<file path="config.mk">
export PLATFORM = sky130hd
export DESIGN_NAME = obox_axis
export DESIGN_NICKNAME = d
export VERILOG_FILES = /design/src/rtl/obox_pkg.sv /design/src/rtl/obox_axis.sv
export SDC_FILE = /design/constraint.sdc
export NUM_CORES = 2
export LEC_CHECK = 0
export BUFFER_PORTS_ARGS = -buffer_cell sky130_fd_sc_hd__buf_2
export CAP_MARGIN = 20
export CORE_MARGIN = 1.5
export CORE_UTILIZATION = 50
export CTS_BUF_LIST = sky130_fd_sc_hd__clkbuf_4
export CTS_CLUSTER_DIAMETER = 60
export DETAILED_ROUTE_END_ITERATION = 12
export PLACE_DENSITY = 0.68
export RECOVER_POWER = 50
export SYNTH_ARGS = -nofsm -noshare
export SYNTH_HDL_FRONTEND = slang
export SYNTH_SLANG_ARGS = --single-unit
</file>
<file path="constraint.sdc">
create_clock -name clk -period 9.1 [get_ports clk]
set_input_delay 0.91 -clock clk [delete_from_list [all_inputs] [get_ports clk]]
set_output_delay 0.91 -clock clk [all_outputs]
set_load 0.005 [all_outputs]
</file>
<file path="src/rtl/obox_pkg.sv">
`timescale 1ns / 1ps

package obox_pkg;

	// field formats
	localparam int COORD_WIDTH   = 16;
	localparam int DIR_FRAC_BITS = 14;
	localparam int DIR_WIDTH     = DIR_FRAC_BITS + 2;
	localparam int SIZE_WIDTH    = 12;

	// internal widths, all exact
	localparam int DIFF_W = COORD_WIDTH + 1;                // center difference
	localparam int DD_W   = 2 * DIR_WIDTH + 1;              // heading dot heading
	localparam int DX_W   = DIFF_W + DIR_WIDTH + 1;         // offset dot heading
	localparam int PZ_W   = DD_W + SIZE_WIDTH;              // projection times size
	localparam int RHS_W  = PZ_W + 2;                       // sum of three terms
	localparam int LHS_W  = DX_W + DIR_FRAC_BITS + 1;       // scaled center distance
	localparam int CMP_W  = (LHS_W > RHS_W) ? LHS_W : RHS_W;

	// stream words
	localparam int BOX_BITS    = 2 * COORD_WIDTH + 2 * DIR_WIDTH + 2 * SIZE_WIDTH;
	localparam int IN_BITS     = 2 * BOX_BITS;
	localparam int IN_TDATA_W  = ((IN_BITS + 7) / 8) * 8;
	localparam int OUT_TDATA_W = 8;

	// load enables of the back stages, shared by all axis slices
	typedef struct packed {
		logic s4;
		logic s5;
		logic s6;
	} obox_adv_t;

	function automatic logic [DD_W-1:0] mag_dd(input logic signed [DD_W-1:0] v);
		mag_dd = v[DD_W-1] ? unsigned'(-v) : unsigned'(v);
	endfunction

	function automatic logic [DX_W-1:0] mag_dx(input logic signed [DX_W-1:0] v);
		mag_dx = v[DX_W-1] ? unsigned'(-v) : unsigned'(v);
	endfunction

endpackage

</file>
<file path="src/rtl/obox_axis.sv">
`timescale 1ns / 1ps

// One candidate separating axis: scale three projections by the box sizes,
// sum them into the projected radius and compare with the scaled distance.
module obox_axis (
	input  logic                                    clk,
	input  obox_pkg::obox_adv_t                     adv,
	input  logic [obox_pkg::DD_W-1:0]               m0,
	input  logic [obox_pkg::DD_W-1:0]               m1,
	input  logic [obox_pkg::DD_W-1:0]               m2,
	input  logic [obox_pkg::SIZE_WIDTH-1:0]         z0,
	input  logic [obox_pkg::SIZE_WIDTH-1:0]         z1,
	input  logic [obox_pkg::SIZE_WIDTH-1:0]         z2,
	input  logic [obox_pkg::DX_W-1:0]               gap,
	output logic                                    sep
);
	import obox_pkg::*;

	logic [PZ_W-1:0]  p0_s4, p1_s4, p2_s4;
	logic [DX_W-1:0]  gap_s4;
	logic [RHS_W-1:0] rhs_s5;
	logic [LHS_W-1:0] lhs_s5;
	logic             sep_s6;

	always_ff @(posedge clk) begin
		if (adv.s4) begin
			p0_s4  <= PZ_W'(m0) * PZ_W'(z0);
			p1_s4  <= PZ_W'(m1) * PZ_W'(z1);
			p2_s4  <= PZ_W'(m2) * PZ_W'(z2);
			gap_s4 <= gap;
		end
		if (adv.s5) begin
			rhs_s5 <= RHS_W'(p0_s4) + RHS_W'(p1_s4) + RHS_W'(p2_s4);
			lhs_s5 <= {gap_s4, {(DIR_FRAC_BITS + 1){1'b0}}};
		end
		// strict: touching intervals do not separate
		if (adv.s6) begin
			sep_s6 <= CMP_W'(lhs_s5) > CMP_W'(rhs_s5);
		end
	end

	assign sep = sep_s6;

endmodule

</file>
==> impl_metrics.csv <==
group,metric,value,unit
outcome,status,"complete, but fails checks",
outcome,violations,"capacitance limit, slew limit",
yosys,synth_seq_area_share,0.157,
run,cap_violations,5,
grt,grt_max_degree,96,
setup_path,crit_top_cell,"fa_1",
cts,cts_tree,"done",
cells_and_area,drive_above_1_share,0.0525,
timing,fin_setup_tns,0,ps
cts,clk_pin_slew_worst_paths,70,ps
yosys,synthXorXnorAreaFrac,0.0285,
setup_path,arrival,7590,ps
routing,drcViolationCount,0,
die,coreArea,95000,um2
setup_path,crit_path_end_kind,"flip-flop",
grt,antenna_found_initial,2,
routing,wl_per_cell,17.9,um
yosys,async_reset_ff_frac,0,
yosys,yosysWarnings,0,
yosys,ys_ff_latch,251,
setup_path,reg2reg_depth,14,
min_path,hp-class,"in -> reg",
setup_path,crit_path_cell_trace,"clkbuf_1 -> nand2_1 -> fa_1 -> inv_1 -> fa_1 -> fa_1 -> inv_1 -> fa_1 -> inv_1 -> ha_1 -> and3_1 -> a31o_1 -> a21oi_1 -> a21boi_1 -> a31oi_1 -> o221ai_1 -> o41ai_1 -> o21ai_1 -> a21oi_1 -> xnor2_1",
setup_path,regToRegSetupSlack,4420,ps
cells_and_area,nets,6572,
cts,cts_resized,0,
yosys,synth_edf_count,251,
die,fp.dieW,313,um
cells_and_area,area_growth,4.92,%
yosys,synth_common_cells,"1087 x inv_1, 976 x fa_1, 936 x nand2_1, 351 x and2_1, 325 x ha_1",
timing,rsz0062_at_grt,"false",
setup_path,crit_path_max_fanout,33,
place,post-place-ws,1770,ps
timing,period_share,0.788,
place,place.port_buffers,173,
grt,grt_usage,0.242,
min_path,holdPathStages,1,
cts,cts_max_path_buffers,3,
grt,grt_pass1_vias,36500,
setup_path,slowest_delay,1360,ps
place,gp_congestion,0.908,
yosys,ys.flop_type,"edfxtp_1",
yosys,synth.most_common_cell,"inv_1",
grt,grt_pass1_wl,190000,um
yosys,muxShareOfSynthArea,0,
yosys,synth_adder_area_share,0.492,
yosys,yosys.area.top_type_share,0.408,
routing,num_vias,34400,
cts,postCtsSetupRepairBufs,0,
die,die_y,313,um
setup_path,crit_slowest_cell,"clkbuf_1",
timing,tightest_slew,5080,ps
setup_path,cp.required,9520,ps
cts,cts_buffers,58,
die,pin_count,174,
cts,ctsRootBufferMaster,"clkbuf_4",
timing,fin_worst_skew,56.5,ps
routing,ant_nets,0,
cts,ctsHoldBuffers,0,
yosys,synthSimpleGateAreaFrac,0.148,
cells_and_area,fillers,8687,
cts,cts.sinks,251,
yosys,syn_nets,6574,
yosys,synthDistinctLibCells,73,
yosys,synthesis.area,47900,um2
yosys,synth_top_family_by_area,"adder cells",
die,core.rowCount,113,
timing,slew_headroom,-2.39,
timing,setup_viol,0,
timing,finalHoldViolCount,0,
routing,wl,115000,um
routing,drtIter0Drc,2176,
cts,htree_levels,2,
die,die-area,97800,um2
timing,slew_viol_final,280,
yosys,yosysTopAreaCell,"fa_1",
routing,firstDrtPassIters,8,
cts,clkLatencyLatePin,710,ps
routing,via_per_inst,5.37,
place,hpwl,90500,um
timing,fin_crit,7170,ps
yosys,synthCells,5100,
yosys,avgSynthCellArea,9.40,um2
setup_path,worstSetupStartpointType,"input pin",
yosys,synthTopCellsByArea,"fa_1 41%, edfxtp_1 16%, inv_1 8.5%",
timing,layout_setup_ws,1930,ps
cells_and_area,seq_area,7540,um2
setup_path,worst-setup-path-type,"in -> reg",
grt,overflow,0,
yosys,synth_compound_area_frac,0.0699,
die,start_util,0.505,
timing,fmax,139,MHz
cells_and_area,multi_input_area,35400,um2
flip-flops by register name (all words and copies together) (netlist names):
register,flops
gap_s4,34
lhs_s5,34
p0_s4,45
p1_s4,45
p2_s4,45
rhs_s5,47
sep,1
cell families after synthesis:
logic type / count (synthesis)
buffers and inverters: 1323
AO/OA/AOI/OAI: 521
AND/OR/NAND/NOR: 1548
flip-flops: 251
adder cells (fa/ha/maj): 1301
XOR/XNOR: 156
metal layers:
layer,routed length [um],vias up,global-route usage,part of all wire
met2,56600,1141,0.414,0.49
met3,6860,187,0.0261,0.060
li1,-,15500,-,-
met1,48700,17600,0.332,0.42
met4,2790,0,0.0595,0.024
met5,0,-,0,0
cell usage in the layout, fill, tap and decap left out, drive strengths merged, types with 6 or more instances in the layout:
| master | n |
|---|---|
| buf | 161 |
| and2 | 351 |
| nor3 | 25 |
| a31oi | 13 |
| nand2 | 936 |
| nor2 | 76 |
| fa | 976 |
| a21oi | 168 |
| ha | 325 |
| o21a | 18 |
| a221oi | 6 |
| a21o | 104 |
| a21boi | 8 |
| or3 | 6 |
| and3 | 14 |
| inv | 1088 |
| nand2b | 24 |
| o21bai | 21 |
| clkbuf | 101 |
| xor2 | 52 |
| o211ai | 7 |
| o31ai | 10 |
| nor4 | 6 |
| edfxtp | 251 |
| nor2b | 28 |
| o21ai | 100 |
| nand3 | 35 |
| nand4 | 32 |
| a211oi | 23 |
| o31a | 7 |
| clkinv | 12 |
| xnor2 | 104 |
worst paths after layout:
kind	endpoint	start
worst max-delay path	p2_s4[43]	z2[0]
worst min register to register	lhs_s5[42]	gap_s4[27]
worst min-delay path	gap_s4[1]	gap[1]
worst max register to register	rhs_s5[45]	p2_s4[1]
cell type report:
| cell class | count | share of cell area |
|---|---|---|
| diodes | 1 | 0.0000497 |
| clock buffers | 88 | 0.0131 |
| clock inverters | 16 | 0.00281 |
| inverters | 1087 | 0.0811 |
| multi-input cells | 3526 | 0.705 |
| flip-flops and latches | 251 | 0.150 |
| well taps | 1265 | 0.0315 |
| repair buffers | 174 | 0.0170 |
per-stage QoR:
step | utilization | hold slack (ps) | instances | area [um2]
after floorplan | - | 400 | 5100 | 47900
after global placement | 0.521 | 401 | 6303 | 49500
after detailed placement | 0.521 | 405 | 6303 | 49500
after CTS | 0.530 | 333 | 6407 | 50300
after global routing | 0.529 | 337 | 6408 | 50300
final | 0.529 | 393 | 6408 | 50300
worst max-delay path, delay by kind of cell:
family                     cells  cell delay [ps]
adders and majority gates      5             2480
AOI/OAI and AO/OA              8             2040
buffers and inverters          4             1510
and+or+nand+nor                2              500
xor gates and xnor gates       1              130
Power is left out: the tool's default activity adds up to more than one toggle a clock period on the data nets, which glitch-free logic cannot reach.
